===== src/design/fdl_pkg.sv =====
// Shared types, constants and arithmetic helpers for the feedback delay line.
`timescale 1ns / 1ps
package fdl_pkg;

  localparam int SampleBits = 24;
  localparam int FracBits = 16;
  localparam int GainShift = 16;
  localparam int AddrBits = 17;
  localparam int StoreDepth = 1 << AddrBits;
  localparam int DelayBits = AddrBits + FracBits;
  localparam int TargetBits = 17;
  localparam int GainBits = 16;
  localparam int MixBits = 17;
  localparam int StepsBits = 16;
  localparam int CountBits = 2;
  localparam int WordBits = 2 * SampleBits;
  localparam int MulXBits = SampleBits + 2;
  localparam int MulYBits = MixBits + 1;
  localparam int ProdBits = MulXBits + MulYBits;
  localparam int QuoBits = DelayBits;
  localparam int DivCntBits = $clog2(QuoBits + 1);

  localparam logic [TargetBits-1:0] ResetDelay = TargetBits'(16800);
  localparam logic [TargetBits-1:0] DelayMin = TargetBits'(48);
  localparam logic [TargetBits-1:0] DelayMax = TargetBits'(72000);
  localparam logic [GainBits-1:0] FeedbackMax = GainBits'(62259);
  localparam logic [MixBits-1:0] MixMax = MixBits'(65536);
  localparam logic [StepsBits-1:0] ResetSteps = StepsBits'(2400);
  localparam logic [CountBits-1:0] ResetChannels = CountBits'(2);

  localparam logic [2:0] CFG_ENABLE = 3'd0;
  localparam logic [2:0] CFG_TARGET = 3'd1;
  localparam logic [2:0] CFG_FEEDBACK = 3'd2;
  localparam logic [2:0] CFG_MIX = 3'd3;
  localparam logic [2:0] CFG_CHANNELS = 3'd4;
  localparam logic [2:0] CFG_RAMP = 3'd5;

  typedef struct packed {
    logic signed [SampleBits-1:0] left_in;
    logic signed [SampleBits-1:0] right_in;
    logic                         wet_only;
  } in_t;

  typedef struct packed {
    logic signed [SampleBits-1:0] left_out;
    logic signed [SampleBits-1:0] right_out;
  } out_t;

  typedef struct packed {
    logic                         enable;
    logic                         wet_only;
    logic                         two_ch;
    logic                         wrapped;
    logic signed [SampleBits-1:0] dry_l;
    logic signed [SampleBits-1:0] dry_r;
    logic [AddrBits-1:0]          first;
    logic [FracBits-1:0]          alpha;
    logic [AddrBits-1:0]          wi;
    logic [GainBits-1:0]          fb;
    logic [MixBits-1:0]           mix;
  } cmd_t;

  localparam logic signed [ProdBits-1:0] SatHi = ProdBits'((64'sd1 <<< (SampleBits - 1)) - 1);
  localparam logic signed [ProdBits-1:0] SatLo = -SatHi - ProdBits'(1);

  function automatic logic signed [SampleBits-1:0] saturate(
      input logic signed [ProdBits-1:0] v);
    logic signed [SampleBits-1:0] r;
    if (v > SatHi) r = SatHi[SampleBits-1:0];
    else if (v < SatLo) r = SatLo[SampleBits-1:0];
    else r = v[SampleBits-1:0];
    return r;
  endfunction

  function automatic logic signed [ProdBits-1:0] round_shift(
      input logic signed [ProdBits-1:0] p, input int s);
    logic signed [ProdBits-1:0] t;
    t = p + (ProdBits'(1) <<< (s - 1));
    return t >>> s;
  endfunction

endpackage


===== src/design/fdl_queue.sv =====
// Two-entry command queue between the front and back units.
`timescale 1ns / 1ps
module fdl_queue (
  input  logic          clk,
  input  logic          rst,
  input  logic          push,
  input  fdl_pkg::cmd_t push_cmd,
  input  logic          pop,
  output fdl_pkg::cmd_t head,
  output logic          not_empty,
  output logic          full
);

  fdl_pkg::cmd_t entry [2];
  logic       wr_ptr;
  logic       rd_ptr;
  logic [1:0] count;

  assign head = entry[rd_ptr];
  assign not_empty = (count != 2'd0);
  assign full = (count == 2'd2);

  always_ff @(posedge clk) begin
    if (push) begin
      entry[wr_ptr] <= push_cmd;
    end
    if (rst) begin
      wr_ptr <= 1'b0;
      rd_ptr <= 1'b0;
      count <= 2'd0;
    end else begin
      if (push) wr_ptr <= ~wr_ptr;
      if (pop) rd_ptr <= ~rd_ptr;
      if (push && !pop) count <= count + 2'd1;
      else if (pop && !push) count <= count - 2'd1;
    end
  end

endmodule


===== config.mk =====
export PLATFORM = sky130hd
export DESIGN_NAME = fdl_queue
export DESIGN_NICKNAME = d
export VERILOG_FILES = /design/src/design/fdl_pkg.sv /design/src/design/fdl_queue.sv
export SDC_FILE = /design/constraint.sdc
export NUM_CORES = 1
export LEC_CHECK = 0
export ABC_AREA = 0
export BUFFER_PORTS_ARGS = -buffer_cell sky130_fd_sc_hd__clkbuf_2
export CORE_MARGIN = 5
export CORE_UTILIZATION = 35
export CTS_CLUSTER_DIAMETER = 80
export DETAILED_ROUTE_END_ITERATION = 8
export GPL_ROUTABILITY_DRIVEN = 0
export SETUP_SLACK_MARGIN = 0.2
export SYNTH_ARGS = -nofsm -noshare
export SYNTH_HDL_FRONTEND = slang
export SYNTH_SLANG_ARGS = --single-unit

===== constraint.sdc =====
create_clock -name clk -period 10.4 [get_ports clk]
set_clock_uncertainty 0.1 [all_clocks]
set_input_delay 1.04 -clock clk [delete_from_list [all_inputs] [get_ports clk]]
set_output_delay 1.04 -clock clk [all_outputs]
set_load 0.05 [all_outputs]

; ---- Word level (Yosys, flattened, before mapping)
; Memory sizes are Yosys's and may differ from the RTL's. A register that Yosys moved wholly into a read port is not among the register bits.
; Cells that the tools add are included.
[op_classes]
reduce_logical = 6
eq_ne = 1
n_mux = 6
bitwise_logic = 2
addsub = 2
[op_table]
columns = op, n
row1 = 1-bit 2-to-1 mux, 4
row2 = 2-bit 2-to-1 mux, 2
row3 = 2-bit nonzero test, 2
row4 = "2-bit by 1-bit adder with 2-bit output, second input constant", 1
row5 = "2-bit equality test, second input constant", 1
row6 = 1-bit logical AND, 2
row7 = 1-bit logical NOT, 2
row8 = 1-bit NOT, 2
row9 = "2-bit by 1-bit subtractor with 2-bit output, second input constant", 1
[word_totals]
elab_cells = 21
inputBits = 139
reg_bits = 4
output_inout_bits = 137
ram_bits = 270
memories = 1
[memory_table]
columns = memory, depth, word_bits, rd, rd_clocked_by_memory_dff, wr, line_no
row1 = entry, 2, 135, 1, 1, 1, fdl_queue.sv:14  ; fdl_pkg::cmd_t entry [2];

; ---- Longest topological paths before layout
; Gate-level depths: netlist of run 1.
[depth]
depth_word = 4
mapped_depth = 5
ltp_nobuf = 5

; ---- Worst setup path after synthesis of run 1
; Ideal clock, no wire load.
[synth_timing]
path_kind = input to register
startpoint = in push
endpoint = mem entry[0][0] in the netlist's numbering, enable pin
cell_stages = 1
setup_time_ns = 0.647
path_slack_ns = 2.766
n_path_buf = 0
t_arrival_ns = 6.887
cell_sequence = nor2b_1
[synth_via]
elab_chain_cells = 2
[synth_lines]
columns = item, line_no
row1 = from (decl), fdl_queue.sv:6  ; input logic push,
row2 = 1-bit 2-to-1 mux, fdl_queue.sv:24  ; if (push) begin
row3 = 1-bit 2-to-1 mux (implied by the code), fdl_queue.sv:25  ; entry[wr_ptr] <= push_cmd;
row4 = to (decl), fdl_queue.sv:14
; Every way passes these cells.

==> results.md, run 1 <==
| Result | Value |
| --- | --- |
| DRC marker count from the first detailed-route iteration | 252 |
| Total count of hold-check failures in the final report | 0 |
| HPWL after detailed placement | 13.3 mm |
| Number of buffers and inverters on the critical path | 2 |
| Post-synthesis simple-gate area fraction | 0.456% |
| 1st-pass router iterations | 4 |
| Required time of the critical path | 9260 ps |
| Setup TNS | 0 ps |
| Fraction of final layout cells sized beyond drive strength 1 | 61.2% |
| Most common library cell in the layout ignoring fill and taps | clkbuf_2 |
| Kind of end point of the critical path | output port |
| Leakage power total | 4.95 nW |
| Sinks on the clock net | 275 |
| H-tree level count | 1 |
| Seq/Total Area, Yosys | 80.9% |
| Number of global-route vias before repair | 5,434 |
| Leftover overflow at the end of global routing | 0 |
| Number of top-level design ports | 276 |
| Top library cells by usage in the layout, fill and taps aside | 275 x clkbuf_2, 270 x edfxtp_1, 85 x mux2_2 |
| Maximum clock rate | 221 MHz |
| Seq cells post-synth | 275 |
| Clock period minus worst slack | 4530 ps |
| CTS tree | done |
| Final std cells w/o fill | 1,141 |
| Placement Rows | 62 |
| DRT Wirelength | 20.3 mm |
| Average routed wire per standard cell | 17.8 um |
| Post-CTS Repair Setup Buffers | 0 |
| Post-placement cell area | 0.0119 mm2 |
| Clock buffer count from CTS | 30 |
| Setup repair after global routing missed its margin | false |
| Post-route setup slack | 5870 ps |
| Post-synthesis to final-layout area growth | 26.5% |
| Library cells used by synthesis | 17 |
| Number of hold-repair buffers added at the cts stage | 0 |
| Max Root-Sink Buffers | 3 |
| Pin count of the biggest net entering global routing | 71 |
| Max Slew Vio Count | 0 |
| Yosys warns | 0 |
| Cell with the largest stage delay on the worst path | dfxtp_4 |
| Filler cells | 2,544 |
| Setup WS pre-CTS | 6360 ps |
| Nets | 878 |
| Slew Limit Headroom | 22.6% |
| First-pass GRT wire length | 30.7 mm |
| Cell Pwr Density | 214 mW/mm2 |
| Post-detailed-route DRC marker count | 0 |
| Overall die area | 0.0325 mm2 |
| Max-cap violations | 0 |
| Largest delay share family, worst path | buffers and inverters |
| Final Total Pwr | 0.00275 W |
| Worst skew pair latency | 540 ps |
| Height of the die | 180 um |
| Finished layout cell area | 0.0128 mm2 |
| Post-DRT Antenna Nets | 0 |
| Cells after DPL | 1,090 |
| Peak fanout along the critical path | 70 |
| Port bufs | 275 |
| Chip Width | 180 um |
| Fraction of the mapped netlist area in compound gates | 0.0987% |
| Resized cells post-CTS | 0 |
| Setup-violating endpoint count in the final report | 0 |
| Net count of the mapped netlist | 582 |
| Worst voltage drop across the vdd grid | 141 uV |
| Worst-margin pin slew | 1160 ps |
| Synthesized-area fraction occupied by xor and xnor cells | 0.345% |
| Cell chain of the critical path | buf_4 -> mux2_2 -> clkbuf_2 |
| Crit path kind | register to output port |
| Placeable core region | 0.0286 mm2 |
| Effective utilization at floorplan | 35.4% |
| Outcome | complete, no violations |
| Arrival @ worst endpoint | 3390 ps |
| Post-synthesis area per instance | 22.9 um2 |
| Startpoint type of the worst setup path | register |
| Path category of the worst min-delay check | register to register |
| Routed via count divided by cell count | 4.46 |
| Clock slew seen by the registers of the worst setup and hold paths | 60 ps |
| DR vias | 5,094 |
| Worst stage delay on the critical path | 1050 ps |
| CTS root buffer | clkbuf_16 |
| Fraction of the mapped netlist area in adder cells | 0.123% |
| Area of the mapped netlist | 0.0101 mm2 |
| Period Utilization, post-route | 43.5% |
| Share of cell area taken by muxes after synthesis | 16.8% |
| Number of antenna violations at the first check in global routing | 1 |
| Total routing resource utilization after global routing | 11.8% |
| Post-synthesis cell count | 442 |
| Combinational family with the most area after synthesis | multiplexers |
==> per-layer routing <==
layer,wire length [um],GRT usage [%]
met1,8120,14.5
met2,9830,19.6
met3,1870,4.48
met4,499,3.51
met5,0,0
==> path summary, 6_finish.rpt <==
| path | from | end | cells past startpoint | slack (ps) |
|---|---|---|---|---|
| min | count[1]$_SDFFE_PP0P_ | count[1]$_SDFFE_PP0P_ | 2 | 430 |
| max | register | head[66] | 3 | 5870 |
| min reg2reg | count[1]$_SDFFE_PP0P_ | count[1]$_SDFFE_PP0P_ | 2 | 430 |
| max reg2reg | wr_ptr$_SDFFE_PP0P_ | entry[1][49]$_DFFE_PP_ | 2 | 7680 |
==> cells in the mapped netlist <==
cell | number | area share [%]
nor2b_1 | 2 | 0.12
nor2_1 | 4 | 0.15
mux2_4 | 50 | 7.4
mux2_2 | 85 | 9.4
buf_6 | 7 | 0.78
ha_1 | 1 | 0.12
inv_1 | 1 | 0.037
o21ai_0 | 1 | 0.049
a21oi_1 | 1 | 0.049
or2_2 | 1 | 0.062
or3_1 | 1 | 0.062
dfxtp_1 | 5 | 0.99
xnor2_1 | 2 | 0.17
buf_2 | 8 | 0.39
edfxtp_1 | 270 | 80
and2_1 | 1 | 0.062
xor2_1 | 2 | 0.17
==> logic make-up after synthesis <==
logic type / after synthesis
compound gates: 2
buf+inv: 16
xor+xnor: 4
flops: 275
fa+ha+maj: 1
simple gates: 9
mux: 135
==> stage by stage <==
step	util (%)	hold slack, ps
finish	44.8	428
detailed placement	41.7	419
CTS	44.8	429
floorplan	-	356
global route	44.8	456
global placement	41.7	383
==> where the power goes <==
group          switching (W)  internal (W)  leakage, nW
clock network       0.000400      0.000576        0.456
registers          0.0000271       0.00129         2.58
logic               0.000315      0.000132         1.91
==> worst register-to-register path, cell delays in order, from the launching register on <==
cell     delay [ps]
dfxtp_1         410
and2_4          820
buf_4           940
==> sequential cells by signal, indices dropped and copies added, names as in the netlist, named ones only <==
signal and count:
rd_ptr 1, entry 270, count 2, wr_ptr 1
==> area by class of cell <==
| type | instances | area [um2] | area share (%) |
|---|---|---|---|
| sequential | 275 | 8210 | 64.0 |
| clock buffer | 38 | 822 | 6.40 |
| clock inverter | 11 | 83.8 | 0.653 |
| inverter | 1 | 3.75 | 0.0292 |
| multi-input combinational | 151 | 1820 | 14.2 |
| tap | 384 | 480 | 3.74 |
| antenna | 2 | 5.00 | 0.0390 |
| timing repair buffer | 279 | 1410 | 11.0 |
No activity file was read; power rests on OpenSTA's default activity.
==> run 2: changes to the inputs <==
Settings changed: ABC_AREA 0 to 1.
Clock period 10.4 ns to 4.7 ns, I/O delays scaled along.
==> run 2 against run 1 <==
Design area grew 1.2%. Largest power group unchanged. Sequential share of layout area decreased by 0.75 points. Via count up 1.5%. Routed wire length is 0.53% higher.
==> results.md, run 2 <==
| Result | Value |
| --- | --- |
| Post-CTS Repair Setup Buffers | 0 |
| DRC marker count from the first detailed-route iteration | 258 |
| Crit path kind | register to output port |
| First-pass GRT wire length | 31.1 mm |
| Post-synthesis cell count | 453 |
| 1st-pass router iterations | 4 |
| Top library cells by usage in the layout, fill and taps aside | 275 x clkbuf_2, 270 x edfxtp_1, 85 x mux2_2 |
| Top reg by flops | entry |
| Seq cells post-synth | 275 |
| Height of the die | 180 um |
| Outcome | complete, no violations |
| Worst voltage drop across the vdd grid | 362 uV |
| Cell Pwr Density | 451 mW/mm2 |
| Path category of the worst min-delay check | input pin to register |
| Post-detailed-route DRC marker count | 0 |
| CTS tree | done |
| Clock slew seen by the registers of the worst setup and hold paths | 60 ps |
| Post-synthesis to final-layout area growth | 27.8% |
| Port bufs | 275 |
| Overall die area | 0.0325 mm2 |
| Final hold slack | 34.7 ps |
| Number of top-level design ports | 276 |
| Max Slew Vio Count | 0 |
| Filler cells | 2,561 |
| Maximum clock rate | 317 MHz |
| Setup-violating endpoint count in the final report | 0 |
| Number of hold-repair buffers added at the cts stage | 15 |
| Required time of the critical path | 4130 ps |
| Placeable core region | 0.0287 mm2 |
| Max-cap violations | 0 |
| HPWL after detailed placement | 13.4 mm |
| Sequential standard cell area | 0.00821 mm2 |
| Kind of end point of the critical path | output port |
| Library cell with the largest summed area after synthesis | edfxtp_1 |
| Routed via count divided by cell count | 4.42 |
| Pin count of the biggest net entering global routing | 96 |
| Cells after DPL | 1,103 |
| Total count of hold-check failures in the final report | 0 |
| Area of the mapped netlist | 0.0102 mm2 |
| CTS root buffer | clkbuf_16 |
| Number of antenna violations at the first check in global routing | 1 |
| Total routing resource utilization after global routing | 11.9% |
| Max Root-Sink Buffers | 3 |
| Number of global-route vias before repair | 5,493 |
| Seq/Total Area, Yosys | 80.8% |
| Setup TNS | 0 ps |
| Startpoint type of the worst setup path | register |
| Clock period minus worst slack | 3160 ps |
| Share of synthesized registers carrying an async set or reset | 0% |
| Setup repair after global routing missed its margin | false |
| Cells taking the most area after synthesis | edfxtp_1 80%, mux2_2 9.4%, mux2_4 7.4% |
| Net count of the mapped netlist | 593 |
| Arrival @ worst endpoint | 2590 ps |
| Fraction of final layout cells sized beyond drive strength 1 | 57.8% |
| Most instantiated cells after synthesis | 270 x edfxtp_1, 85 x mux2_2, 50 x mux2_4 |
| Number of synthesized flops with an enable pin | 270 |
| Finished layout cell area | 0.0130 mm2 |
| Placement Rows | 62 |
| Average routed wire per standard cell | 17.5 um |
| Chip Width | 180 um |
| DRT Wirelength | 20.4 mm |
| Nets | 907 |
| Final std cells w/o fill | 1,169 |
| Area of combinational cells with multiple inputs | 0.00181 mm2 |
| Main flop type after synthesis | edfxtp_1 |
| Period Utilization, post-route | 67.2% |
| Post-placement cell area | 0.0120 mm2 |
| Post-synthesis area per instance | 22.4 um2 |
| Clock buffer count from CTS | 29 |
| Peak fanout along the critical path | 51 |
| Worst-margin pin slew | 946 ps |
| Post-DRT Antenna Nets | 0 |
| Effective utilization at floorplan | 35.4% |
| Sinks on the clock net | 275 |
| Yosys warns | 0 |
| Most common library cell in the layout ignoring fill and taps | clkbuf_2 |
| Leakage power total | 5.01 nW |
| Number of flip-flops in the largest register | 270 |
| H-tree level count | 1 |
| Slew Limit Headroom | 36.9% |
| Final Total Pwr | 0.00586 W |
| DR vias | 5,168 |
| Library cells used by synthesis | 16 |
| Resized cells post-CTS | 0 |
| Largest registers in the final layout | entry (270), count (2) |
| Worst skew pair latency | 520 ps |
| Leftover overflow at the end of global routing | 0 |
| Most numerous cell in the Yosys netlist | edfxtp_1 |
| Yosys top cell area share | 79.8% |
[run 2: cell count changes after synthesis, moves of 2 or more]
cell,change
nor2_1,+2
xor2_1,-2
nand2_1,+6
nor2b_1,-2
inv_1,+8
[run 2: critical path, stage by stage, from the launching register on]
cell and delay, ps:
dfxtp_4 850, buf_4 530, mux2_2 390, clkbuf_2 240
[run 2: cell families after synthesis]
kind of cell / Yosys count / share of synthesized area, %
flip-flops: 275 / 80.8
buffers and inverters: 24 / 1.50
XOR/XNOR: 1 / 0.0862
multiplexers: 135 / 16.8
AND/OR/NAND/NOR: 15 / 0.603
AO/OA/AOI/OAI: 2 / 0.0984
adder cells (fa/ha/maj): 1 / 0.123
[run 2: power by group]
group / switching [W] / internal [W]
Combinational: 0.000666 / 0.000287
Sequential: 0.0000455 / 0.00284
Clock: 0.000848 / 0.00117
[run 2: area by class of cell]
| type | count | share of cell area, % |
|---|---|---|
| Clock buffer | 36 | 5.79 |
| Timing Repair Buffer | 298 | 12.4 |
| Clock inverter | 12 | 0.588 |
| Multi-Input combinational cell | 154 | 13.9 |
| Inverter | 9 | 0.299 |
| Sequential cell | 275 | 63.2 |
| Antenna cell | 1 | 0.0193 |
| Tap cell | 384 | 3.70 |
[run 2: worst paths after layout]
check	startpoint	to	slack (ps)	cells past startpoint
hold / removal	push_cmd[28]	entry[1][28]$_DFFE_PP_	30	1
setup reg to reg	wr_ptr$_SDFFE_PP0P_	entry[0][126]$_DFFE_PP_	2560	2
hold reg to reg	rd_ptr$_SDFFE_PP0P_	rd_ptr$_SDFFE_PP0P_	420	2
setup / recovery	register	head[73]	1540	3
[run 2: per-stage QoR]
stage               utilization [%]  worst slack (ps)
global placement               41.8              2070
CTS                            45.2              1470
finish                         45.2              1540
detailed placement             41.8              2050
global route                   45.2              1390
floorplan                         -               964
[run 2: metal layers]
metal	routed length, um	GRT usage [%]	up-vias
met5	13	0	-
met4	371	3.09	2
met3	1720	3.88	32
met2	9820	19.6	186
met1	8490	15.4	2526
li1	-	-	2422
