**src/design/fdl_pkg.sv**
```systemverilog
// Shared types, constants and arithmetic helpers for the feedback delay line.
`timescale 1ns / 1ps
package fdl_pkg;

  localparam int SampleBits = 24;
  localparam int FracBits = 16;
  localparam int GainShift = 16;
  localparam int AddrBits = 17;
  localparam int StoreDepth = 1 << AddrBits;
  localparam int DelayBits = AddrBits + FracBits;
  localparam int TargetBits = 17;
  localparam int GainBits = 16;
  localparam int MixBits = 17;
  localparam int StepsBits = 16;
  localparam int CountBits = 2;
  localparam int WordBits = 2 * SampleBits;
  localparam int MulXBits = SampleBits + 2;
  localparam int MulYBits = MixBits + 1;
  localparam int ProdBits = MulXBits + MulYBits;
  localparam int QuoBits = DelayBits;
  localparam int DivCntBits = $clog2(QuoBits + 1);

  localparam logic [TargetBits-1:0] ResetDelay = TargetBits'(16800);
  localparam logic [TargetBits-1:0] DelayMin = TargetBits'(48);
  localparam logic [TargetBits-1:0] DelayMax = TargetBits'(72000);
  localparam logic [GainBits-1:0] FeedbackMax = GainBits'(62259);
  localparam logic [MixBits-1:0] MixMax = MixBits'(65536);
  localparam logic [StepsBits-1:0] ResetSteps = StepsBits'(2400);
  localparam logic [CountBits-1:0] ResetChannels = CountBits'(2);

  localparam logic [2:0] CFG_ENABLE = 3'd0;
  localparam logic [2:0] CFG_TARGET = 3'd1;
  localparam logic [2:0] CFG_FEEDBACK = 3'd2;
  localparam logic [2:0] CFG_MIX = 3'd3;
  localparam logic [2:0] CFG_CHANNELS = 3'd4;
  localparam logic [2:0] CFG_RAMP = 3'd5;

  typedef struct packed {
    logic signed [SampleBits-1:0] left_in;
    logic signed [SampleBits-1:0] right_in;
    logic                         wet_only;
  } in_t;

  typedef struct packed {
    logic signed [SampleBits-1:0] left_out;
    logic signed [SampleBits-1:0] right_out;
  } out_t;

  typedef struct packed {
    logic                         enable;
    logic                         wet_only;
    logic                         two_ch;
    logic                         wrapped;
    logic signed [SampleBits-1:0] dry_l;
    logic signed [SampleBits-1:0] dry_r;
    logic [AddrBits-1:0]          first;
    logic [FracBits-1:0]          alpha;
    logic [AddrBits-1:0]          wi;
    logic [GainBits-1:0]          fb;
    logic [MixBits-1:0]           mix;
  } cmd_t;

  localparam logic signed [ProdBits-1:0] SatHi = ProdBits'((64'sd1 <<< (SampleBits - 1)) - 1);
  localparam logic signed [ProdBits-1:0] SatLo = -SatHi - ProdBits'(1);

  function automatic logic signed [SampleBits-1:0] saturate(
      input logic signed [ProdBits-1:0] v);
    logic signed [SampleBits-1:0] r;
    if (v > SatHi) r = SatHi[SampleBits-1:0];
    else if (v < SatLo) r = SatLo[SampleBits-1:0];
    else r = v[SampleBits-1:0];
    return r;
  endfunction

  function automatic logic signed [ProdBits-1:0] round_shift(
      input logic signed [ProdBits-1:0] p, input int s);
    logic signed [ProdBits-1:0] t;
    t = p + (ProdBits'(1) <<< (s - 1));
    return t >>> s;
  endfunction

endpackage

```
**src/design/fdl_front.sv**
```systemverilog
// Front unit: configuration, delay smoother with serial divider, address generation.
`timescale 1ns / 1ps
module fdl_front (
  input  logic          clk,
  input  logic          rst,
  input  logic          in_valid,
  output logic          in_stall,
  input  fdl_pkg::in_t  in_data,
  input  logic          cfg_valid,
  input  logic [2:0]    cfg_index,
  input  logic [31:0]   cfg_data,
  input  logic          q_full,
  output logic          q_push,
  output fdl_pkg::cmd_t q_cmd
);

  typedef enum logic [2:0] {S_IDLE, S_DIV, S_UPD, S_PUSH} state_t;

  state_t state;
  fdl_pkg::in_t in_buf;

  logic                             delay_enable;
  logic [fdl_pkg::TargetBits-1:0]   delay_target;
  logic [fdl_pkg::GainBits-1:0]     feedback_gain;
  logic [fdl_pkg::MixBits-1:0]      mix_gain;
  logic [fdl_pkg::CountBits-1:0]    channel_count;
  logic [fdl_pkg::StepsBits-1:0]    ramp_steps;

  logic [fdl_pkg::AddrBits-1:0]     write_index;
  logic                             wrapped;
  logic [fdl_pkg::DelayBits-1:0]    current_delay;
  logic signed [fdl_pkg::DelayBits:0] ramp_step;
  logic [fdl_pkg::StepsBits-1:0]    ramp_left;
  logic [fdl_pkg::TargetBits-1:0]   ramp_target;

  logic [fdl_pkg::StepsBits-1:0]    div_rem;
  logic [fdl_pkg::QuoBits-1:0]      div_quo;
  logic [fdl_pkg::DivCntBits-1:0]   div_cnt;
  logic                             div_neg;

  logic [fdl_pkg::TargetBits-1:0]   tgt;
  logic [fdl_pkg::DelayBits-1:0]    tgt_fx;
  logic signed [fdl_pkg::DelayBits:0] diff;
  logic [fdl_pkg::StepsBits:0]      div_shift;
  logic                             div_bit;
  logic [fdl_pkg::QuoBits-1:0]      quo_next;
  logic [fdl_pkg::StepsBits-1:0]    left_dec;
  logic [fdl_pkg::DelayBits+1:0]    delay_sum;
  logic [fdl_pkg::DelayBits-1:0]    pos;

  always_comb begin
    if (delay_target < fdl_pkg::DelayMin) tgt = fdl_pkg::DelayMin;
    else if (delay_target > fdl_pkg::DelayMax) tgt = fdl_pkg::DelayMax;
    else tgt = delay_target;
    tgt_fx = {tgt, {fdl_pkg::FracBits{1'b0}}};
    diff = $signed({1'b0, tgt_fx}) - $signed({1'b0, current_delay});
    div_shift = {div_rem, div_quo[fdl_pkg::QuoBits-1]};
    div_bit = (div_shift >= {1'b0, ramp_steps});
    quo_next = {div_quo[fdl_pkg::QuoBits-2:0], div_bit};
    left_dec = ramp_left - fdl_pkg::StepsBits'(1);
    delay_sum = {2'b00, current_delay} + {ramp_step[fdl_pkg::DelayBits], ramp_step};
    pos = {write_index, {fdl_pkg::FracBits{1'b0}}} - current_delay;
  end

  assign in_stall = (state != S_IDLE);
  assign q_push = (state == S_PUSH) && !q_full;

  always_comb begin
    q_cmd.enable = delay_enable;
    q_cmd.wet_only = in_buf.wet_only;
    q_cmd.two_ch = (channel_count > fdl_pkg::CountBits'(1));
    q_cmd.wrapped = wrapped;
    q_cmd.dry_l = in_buf.left_in;
    q_cmd.dry_r = in_buf.right_in;
    q_cmd.first = pos[fdl_pkg::DelayBits-1:fdl_pkg::FracBits];
    q_cmd.alpha = pos[fdl_pkg::FracBits-1:0];
    q_cmd.wi = write_index;
    q_cmd.fb = (feedback_gain > fdl_pkg::FeedbackMax) ? fdl_pkg::FeedbackMax : feedback_gain;
    q_cmd.mix = (mix_gain > fdl_pkg::MixMax) ? fdl_pkg::MixMax : mix_gain;
  end

  always_ff @(posedge clk) begin
    if (rst) begin
      state <= S_IDLE;
      delay_enable <= 1'b0;
      delay_target <= fdl_pkg::ResetDelay;
      feedback_gain <= '0;
      mix_gain <= '0;
      channel_count <= fdl_pkg::ResetChannels;
      ramp_steps <= fdl_pkg::ResetSteps;
      write_index <= '0;
      wrapped <= 1'b0;
      current_delay <= {fdl_pkg::ResetDelay, {fdl_pkg::FracBits{1'b0}}};
      ramp_step <= '0;
      ramp_left <= '0;
      ramp_target <= fdl_pkg::ResetDelay;
    end else begin
      if (cfg_valid) begin
        unique case (cfg_index)
          fdl_pkg::CFG_ENABLE: delay_enable <= cfg_data[0];
          fdl_pkg::CFG_TARGET: delay_target <= cfg_data[fdl_pkg::TargetBits-1:0];
          fdl_pkg::CFG_FEEDBACK: feedback_gain <= cfg_data[fdl_pkg::GainBits-1:0];
          fdl_pkg::CFG_MIX: mix_gain <= cfg_data[fdl_pkg::MixBits-1:0];
          fdl_pkg::CFG_CHANNELS: channel_count <= cfg_data[fdl_pkg::CountBits-1:0];
          fdl_pkg::CFG_RAMP: ramp_steps <= cfg_data[fdl_pkg::StepsBits-1:0];
          default: ;
        endcase
      end
      unique case (state)
        S_IDLE: begin
          if (in_valid) begin
            in_buf <= in_data;
            if (!delay_enable) begin
              state <= S_PUSH;
            end else if (tgt != ramp_target) begin
              ramp_target <= tgt;
              if (ramp_steps == '0) begin
                current_delay <= tgt_fx;
                ramp_left <= '0;
                ramp_step <= '0;
                state <= S_UPD;
              end else begin
                ramp_left <= ramp_steps;
                div_neg <= diff[fdl_pkg::DelayBits];
                div_quo <= diff[fdl_pkg::DelayBits] ? fdl_pkg::QuoBits'(-diff)
                                                    : fdl_pkg::QuoBits'(diff);
                div_rem <= '0;
                div_cnt <= fdl_pkg::DivCntBits'(fdl_pkg::QuoBits);
                state <= S_DIV;
              end
            end else begin
              state <= S_UPD;
            end
          end
        end
        S_DIV: begin
          div_quo <= quo_next;
          div_rem <= div_bit ? fdl_pkg::StepsBits'(div_shift - {1'b0, ramp_steps})
                             : div_shift[fdl_pkg::StepsBits-1:0];
          div_cnt <= div_cnt - fdl_pkg::DivCntBits'(1);
          if (div_cnt == fdl_pkg::DivCntBits'(1)) begin
            ramp_step <= div_neg ? -$signed({1'b0, quo_next}) : $signed({1'b0, quo_next});
            state <= S_UPD;
          end
        end
        S_UPD: begin
          if (ramp_left != '0) begin
            ramp_left <= left_dec;
            current_delay <= (left_dec != '0) ? delay_sum[fdl_pkg::DelayBits-1:0]
                                              : {ramp_target, {fdl_pkg::FracBits{1'b0}}};
          end
          state <= S_PUSH;
        end
        S_PUSH: begin
          if (!q_full) begin
            if (delay_enable) begin
              write_index <= write_index + fdl_pkg::AddrBits'(1);
              if (write_index == {fdl_pkg::AddrBits{1'b1}}) wrapped <= 1'b1;
            end
            state <= S_IDLE;
          end
        end
        default: state <= S_IDLE;
      endcase
    end
  end

endmodule

```
**config.mk**
```make
export PLATFORM = sky130hd
export DESIGN_NAME = fdl_front
export DESIGN_NICKNAME = d
export VERILOG_FILES = /design/src/design/fdl_pkg.sv /design/src/design/fdl_front.sv
export SDC_FILE = /design/constraint.sdc
export NUM_CORES = 1
export LEC_CHECK = 0
export BUFFER_PORTS_ARGS = -buffer_cell sky130_fd_sc_hd__buf_2
export CAP_MARGIN = 20
export CORE_ASPECT_RATIO = 0.75
export CORE_MARGIN = 2
export CORE_UTILIZATION = 50
export CTS_CLUSTER_SIZE = 25
export DETAILED_ROUTE_END_ITERATION = 8
export GPL_ROUTABILITY_DRIVEN = 0
export PLACE_DENSITY = 0.7
export SLEW_MARGIN = 20
export SYNTH_ARGS = -nofsm -noshare
export SYNTH_HDL_FRONTEND = slang
export SYNTH_SLANG_ARGS = --single-unit
export TNS_END_PERCENT = 20
```
**constraint.sdc**
```tcl
create_clock -name clk -period 6.2 [get_ports clk]
set_input_delay 0.93 -clock clk [delete_from_list [all_inputs] [get_ports clk]]
set_output_delay 0.93 -clock clk [all_outputs]
set_load 0.03 [all_outputs]
```
* Word level (Yosys, flattened, before mapping)
Index checks and enable logic that the tools add are counted.
** Word-level totals
- Register bits after elaboration :: 294
- Logic and storage cells :: 131
- Input port bits :: 89
- Output and inout bits :: 137
** Cells by class
- Reductions and logical operators :: 26
- $add $sub $neg :: 9
- Eq/ne operators :: 19
- Muxes and demuxes :: 48
- Bitwise logic cells :: 3
- $lt $le $gt $ge :: 6
** Operators with widths (number)
- $mux 33 :: 17
- $pmux 33 s2 :: 3
- $mux 16 :: 11
- $neg 33->33 :: 2
- $pmux 16 s2 :: 2
- $mux 17 :: 3
- $gt 17x17->1 const B :: 2
- $sub 33x33->34 :: 1
- $add 33x33->33 :: 1
- $sub 33x33->33 :: 1
- $reduce_bool 16->1 :: 2
- $mux 6 :: 4
- $reduce_and 6->1 :: 4
- $add 17x1->17 const B :: 1
- $eq 17x17->1 const B :: 1
- $ge 17x16->1 :: 1
- $lt 17x6->1 const B :: 1
- $ne 17x17->1 :: 1
- $gt 16x16->1 const B :: 1
- $logic_not 16->1 :: 1
- $ne 2x2->1 const B :: 8
- $sub 16x1->16 const B :: 1
- $sub 16x16->16 :: 1
- $mux 3 :: 5
- 19 further kinds :: 36

* Longest topological paths before layout
- Depth in word-level cells :: 11
- Mapped depth :: 19
- Depth with buffers taken out :: 17

* Worst setup path before layout
No wires, ideal clock.
- Path type :: flip-flop to flip-flop
- From :: register delay_target[8] (netlist name)
- To :: register div_quo[31] (netlist name), data pin
- Clock period less this slack :: 4.508 ns
- Arrival :: 4.248 ns
- Stages on the path, launching flop included :: 16
- Setup time :: 0.260 ns
- Required time :: 5.940 ns
- Path buffers :: 1
- Setup slack :: 1.692 ns
- Cells stage by stage :: dfxtp_1 > or4_1 > a2111oi_2 > inv_1 > and3_1 > ha_1 > buf_2 > a21oi_1 > o221ai_1 > a21o_1 > a2111oi_0 > o2bb2ai_1 > nor3_1 > a41oi_1 > xor2_1 > mux2_2
** Between the ends
- Cells in the longest elaborated chain, start to end :: 11
- Elaborated cells between the ends (all ways) :: 12
- Classes of those cells :: 2 x add/sub; 2 x order compare; 8 x mux
** RTL lines
- from (decl) :: RTL line fdl_front.sv:23 : logic [fdl_pkg::TargetBits-1:0] delay_target;
- from (signal assigned) :: RTL line fdl_front.sv:86 : delay_target <= fdl_pkg::ResetDelay;
- from (signal assigned) :: RTL line fdl_front.sv:101 : fdl_pkg::CFG_TARGET: delay_target <= cfg_data[fdl_pkg::TargetBits-1:0];
- $gt 17x17->1 :: RTL line fdl_front.sv:53 : else if (delay_target > fdl_pkg::DelayMax) tgt = fdl_pkg::DelayMax;
- $mux 17 :: RTL line fdl_front.sv:53
- $mux 17 * :: RTL line fdl_front.sv:52 : if (delay_target < fdl_pkg::DelayMin) tgt = fdl_pkg::DelayMin;
- named net tgt, one bit :: RTL line fdl_front.sv:41 : logic [fdl_pkg::TargetBits-1:0] tgt;
- $sub 33x33->34 * :: RTL line fdl_front.sv:56 : diff = $signed({1'b0, tgt_fx}) - $signed({1'b0, current_delay});
- $neg 33->33 :: RTL line fdl_front.sv:125 : div_quo <= diff[fdl_pkg::DelayBits] ? fdl_pkg::QuoBits'(-diff)
- $mux 33 * :: RTL line fdl_front.sv:125
- $mux 33 * :: RTL line fdl_front.sv:117 : if (ramp_steps == '0) begin
- $mux 33 * :: RTL line fdl_front.sv:115 : end else if (tgt != ramp_target) begin
- $mux 33 * :: RTL line fdl_front.sv:113 : if (!delay_enable) begin
- $mux 33 * :: RTL line fdl_front.sv:111 : if (in_valid) begin
- $pmux 33 s2 * :: RTL line fdl_front.sv:109 : unique case (state)
- to (signal assigned) :: RTL line fdl_front.sv:125
- to (signal assigned) :: RTL line fdl_front.sv:137 : div_quo <= quo_next;
- to (decl) :: RTL line fdl_front.sv:37 : logic [fdl_pkg::QuoBits-1:0] div_quo;
The timed path passes the listed nets; every way through them passes the cells marked *. The select of a mux whose other input is x is not followed.
A chain may end at the register's enable or synchronous reset.

* Worst setup path in the final report
- From :: register delay_target[13] (netlist name)
- To :: register div_quo[32] (netlist name), data pin
Same word-level chain as after synthesis.

==> results.sh <==
export IMPL_outcome="complete, no violations"
export IMPL_die_w_um=229
export IMPL_root_buffer="clkbuf_16"
export IMPL_p_leak_nw=8.87
export IMPL_grtUsageTotal_pct=26.8
export IMPL_ant_nets=0
export IMPL_synth_nets=2452
export IMPL_hold_viol_final=0
export IMPL_drt_wirelength_per_cell_um=18.8
export IMPL_wl_met1_um=25600
export IMPL_grt_overflow=0
export IMPL_final_cells=2920
export IMPL_syn_inst=2266
export IMPL_top_layer="met4"
export IMPL_syn_area_per_cell_um2=8.41
export IMPL_combPwrFrac_pct=33.1
export IMPL_synthArstFlopShare_pct=0
export IMPL_slew_headroom_pct=28.0
export IMPL_cap_viol_max_count=0
export IMPL_synth_warnings=0
export IMPL_drt_iter0_markers=1790
export IMPL_synth_largest_area_cell="dfxtp_1"
export IMPL_antenna_found_initial=1
export IMPL_synth_seq_cells=292
export IMPL_slew_viol_final=0
export IMPL_numClockSinks=292
export IMPL_seq_area_um2=6900
export IMPL_setup_tns_ns=0
export IMPL_tightest_slew_ns=1.07
export IMPL_start_util_pct=51.1
export IMPL_path_buf_inv=0
export IMPL_routed_via_density=6.02
export IMPL_setup_viol=0
export IMPL_dr_wl_met3_um=4580
export IMPL_ctsLongestPathBuffers=3
export IMPL_skew_ns=0.0185
export IMPL_synth_edf_count=105
export IMPL_yosys_top_cells_area="dfxtp_1 (20%), edfxtp_1 (17%), ha_1 (6.2%)"
export IMPL_p_sw_w=0.00234
export IMPL_cp_end_kind="flip-flop"
export IMPL_nets=2576
export IMPL_cp_slowest_cell="a2111oi_0"
export IMPL_rsz0062_at_grt="false"
export IMPL_path_clk_slew_ns=0.06
export IMPL_diodes=0
export IMPL_grt_pass1_vias=16300
export IMPL_slowest_delay_ns=0.63
export IMPL_seqPwrFrac_pct=35.0
export IMPL_wirelength_um=55000
export IMPL_dp_hpwl_um=40000
export IMPL_grt_max_degree=87
export IMPL_die_area_um2=39700
export IMPL_syn_area_um2=19100
export IMPL_place_inst=2857
export IMPL_timing_final_ws_setup_ns=1.01
export IMPL_cts_tree="built"
export IMPL_cts_setup_buffers=0
export IMPL_synth_ff_type="dfxtp_1"
export IMPL_ctsResizeCount=0
export IMPL_crit_type="reg2reg"
export IMPL_cp_required_ns=6.43
export IMPL_firstDrtPassIters=8
export IMPL_post_route_min_period_ns=5.19
export IMPL_vias=17600
export IMPL_clock_fmax_mhz=193
export IMPL_grt_pass1_wl_um=87300
export IMPL_dp_slack_ns=1.14
export IMPL_p_per_area_nw_per_um2=304
export IMPL_ys_types=90
export IMPL_insertion_delay_ns=0.53
export IMPL_irDropWorstVdd_v=0.000241
export IMPL_area_growth_pct=12.7
export IMPL_met2WireLength_um=23900
export IMPL_synth_top_area_share_pct=19.6
export IMPL_portBuffers=210
export IMPL_power_w=0.00653
export IMPL_drc=0
export IMPL_io_pins=226
export IMPL_cts_max_level=2
export IMPL_core_area_um2=37300
export IMPL_path_cells="or3_1 -> a211o_1 -> a22o_1 -> and3_1 -> ha_1 -> a21oi_1 -> o221ai_1 -> a21o_1 -> a2111oi_0 -> o2bb2ai_1 -> nor4_1 -> and4bb_1 -> mux2i_1 -> o311ai_1"
export IMPL_cp_start_kind="flip-flop"
export IMPL_critPathMaxFanout=10
export IMPL_nFillCells=3350
export IMPL_period_share_pct=83.8
export IMPL_cts_made_buffers=34
export IMPL_cts_hold_buf=0
export IMPL_clkPwrFrac_pct=32.0
export IMPL_multi_input_area_um2=11300
export IMPL_p_int_w=0.00418
export IMPL_critical_path_top_delay_family="compound AO/OA/AOI/OAI gates"
export IMPL_fin_util_pct=57.5
export IMPL_std_cell_rows=61
export IMPL_p_sw_share_pct=35.9
export IMPL_hold_path_class="reg2reg"
export IMPL_worstPathArrival_ns=5.43
export IMPL_die_h_um=173
export IMPL_seq_area_frac_synth_pct=36.2
export IMPL_drive_gt1_share_pct=14.1
[per-layer routing]
layer  up-vias  global-route usage, %
met5         -                      0
met4         0                   6.47
met3        83                   5.28
met2       638                   40.6
met1      8403                   39.1
li1       8440                      -
[layout make-up]
type                       instances  area share [%]
multi-input combinational       1753            52.4
sequential                       292            32.1
timing repair buffer             231            5.73
clock buffer                      43            4.65
tap                              504            2.94
inverter                          78            1.36
clock inverter                    19           0.775
[flip-flops by register name, summed over array words and instances, names as in the netlist]
signal / cells
wrapped: 1
delay_enable: 1
current_delay: 33
delay_target: 17
ramp_step: 33
channel_count: 1
write_index: 17
ramp_target: 17
ramp_left: 16
div_quo: 33
feedback_gain: 16
div_rem: 16
ramp_steps: 16
state: 2
q_cmd: 49
mix_gain: 17
div_cnt: 6
div_neg: 1
[synth_stat cells, drive strengths merged, types with 9 or more instances]
| master | n |
|---|---|
| xor2 | 71 |
| a211o | 15 |
| ha | 95 |
| o31ai | 55 |
| or2 | 12 |
| nand4 | 54 |
| o21ai | 112 |
| edfxtp | 105 |
| nor4 | 29 |
| or4 | 11 |
| o21a | 17 |
| mux2i | 40 |
| and3 | 23 |
| nor3 | 52 |
| nor2 | 145 |
| xnor2 | 89 |
| nand2b | 37 |
| a31oi | 16 |
| a21o | 34 |
| or3 | 36 |
| mux2 | 9 |
| nand3 | 51 |
| nand2 | 307 |
| a211oi | 12 |
| buf | 45 |
| a31o | 10 |
| a21oi | 189 |
| o211ai | 18 |
| a21boi | 15 |
| clkbuf | 98 |
| inv | 77 |
| and2 | 20 |
| nor2b | 45 |
| dfxtp | 187 |
| o22ai | 10 |
[through the flow]
stage,area (um2),hold WS (ns)
after detailed placement,20300,0.449
after floorplan,19100,0.431
after CTS,21400,0.457
after global routing,21500,0.484
final,21500,0.459
after global placement,20300,0.437
[cells in the final DEF, fill, tap and decap left out, types with 51 or more instances in the layout]
cell,count
edfxtp_1,105
nand2_1,306
nor3_1,52
xnor2_1,89
a21oi_1,189
dfxtp_1,187
o21ai_0,84
nand3_1,51
nand4_1,54
nor2_1,142
inv_1,74
ha_1,93
xor2_1,71
buf_2,209
o31ai_1,55
[power groups by stage]
stage	clock (W)	sequential, W	combinational, W
after floorplan	0	0.00236	0.00154
after global placement	0	0.00231	0.00206
after detailed placement	0	0.00232	0.00211
after CTS	0.00212	0.00228	0.00212
after global routing	0.00220	0.00229	0.00237
final	0.00209	0.00228	0.00216
[kinds of logic after synthesis]
kind of cell	synth area share (%)
buffers and inverters	4.96
DFF	36.2
AOI/OAI and AO/OA	20.1
muxes	2.63
and+or+nand+nor	22.3
adders and majority gates	6.45
xor gates and xnor gates	7.35
[worst register-to-register path, stage by stage (launching register included)]
cell,delay [ns]
dfxtp_1,0.36
or3_1,0.46
a211o_1,0.37
a22o_1,0.35
and3_1,0.30
ha_1,0.44
a21oi_1,0.27
o221ai_1,0.26
a21o_1,0.24
a2111oi_0,0.63
o2bb2ai_1,0.23
nor4_1,0.42
and4bb_1,0.27
mux2i_1,0.20
o311ai_1,0.12
[path summary, 6_finish.rpt]
check / slack [ns] / cells past startpoint / start / end
min reg2reg: 0.46 / 2 / feedback_gain[1] / feedback_gain[1]
max reg2reg: 1.01 / 14 / delay_target[13] / div_quo[32]
min: 0.46 / 2 / feedback_gain[1] / feedback_gain[1]
max: 1.01 / 14 / delay_target[13] / div_quo[32]
(Power assumes the default switching activity.)
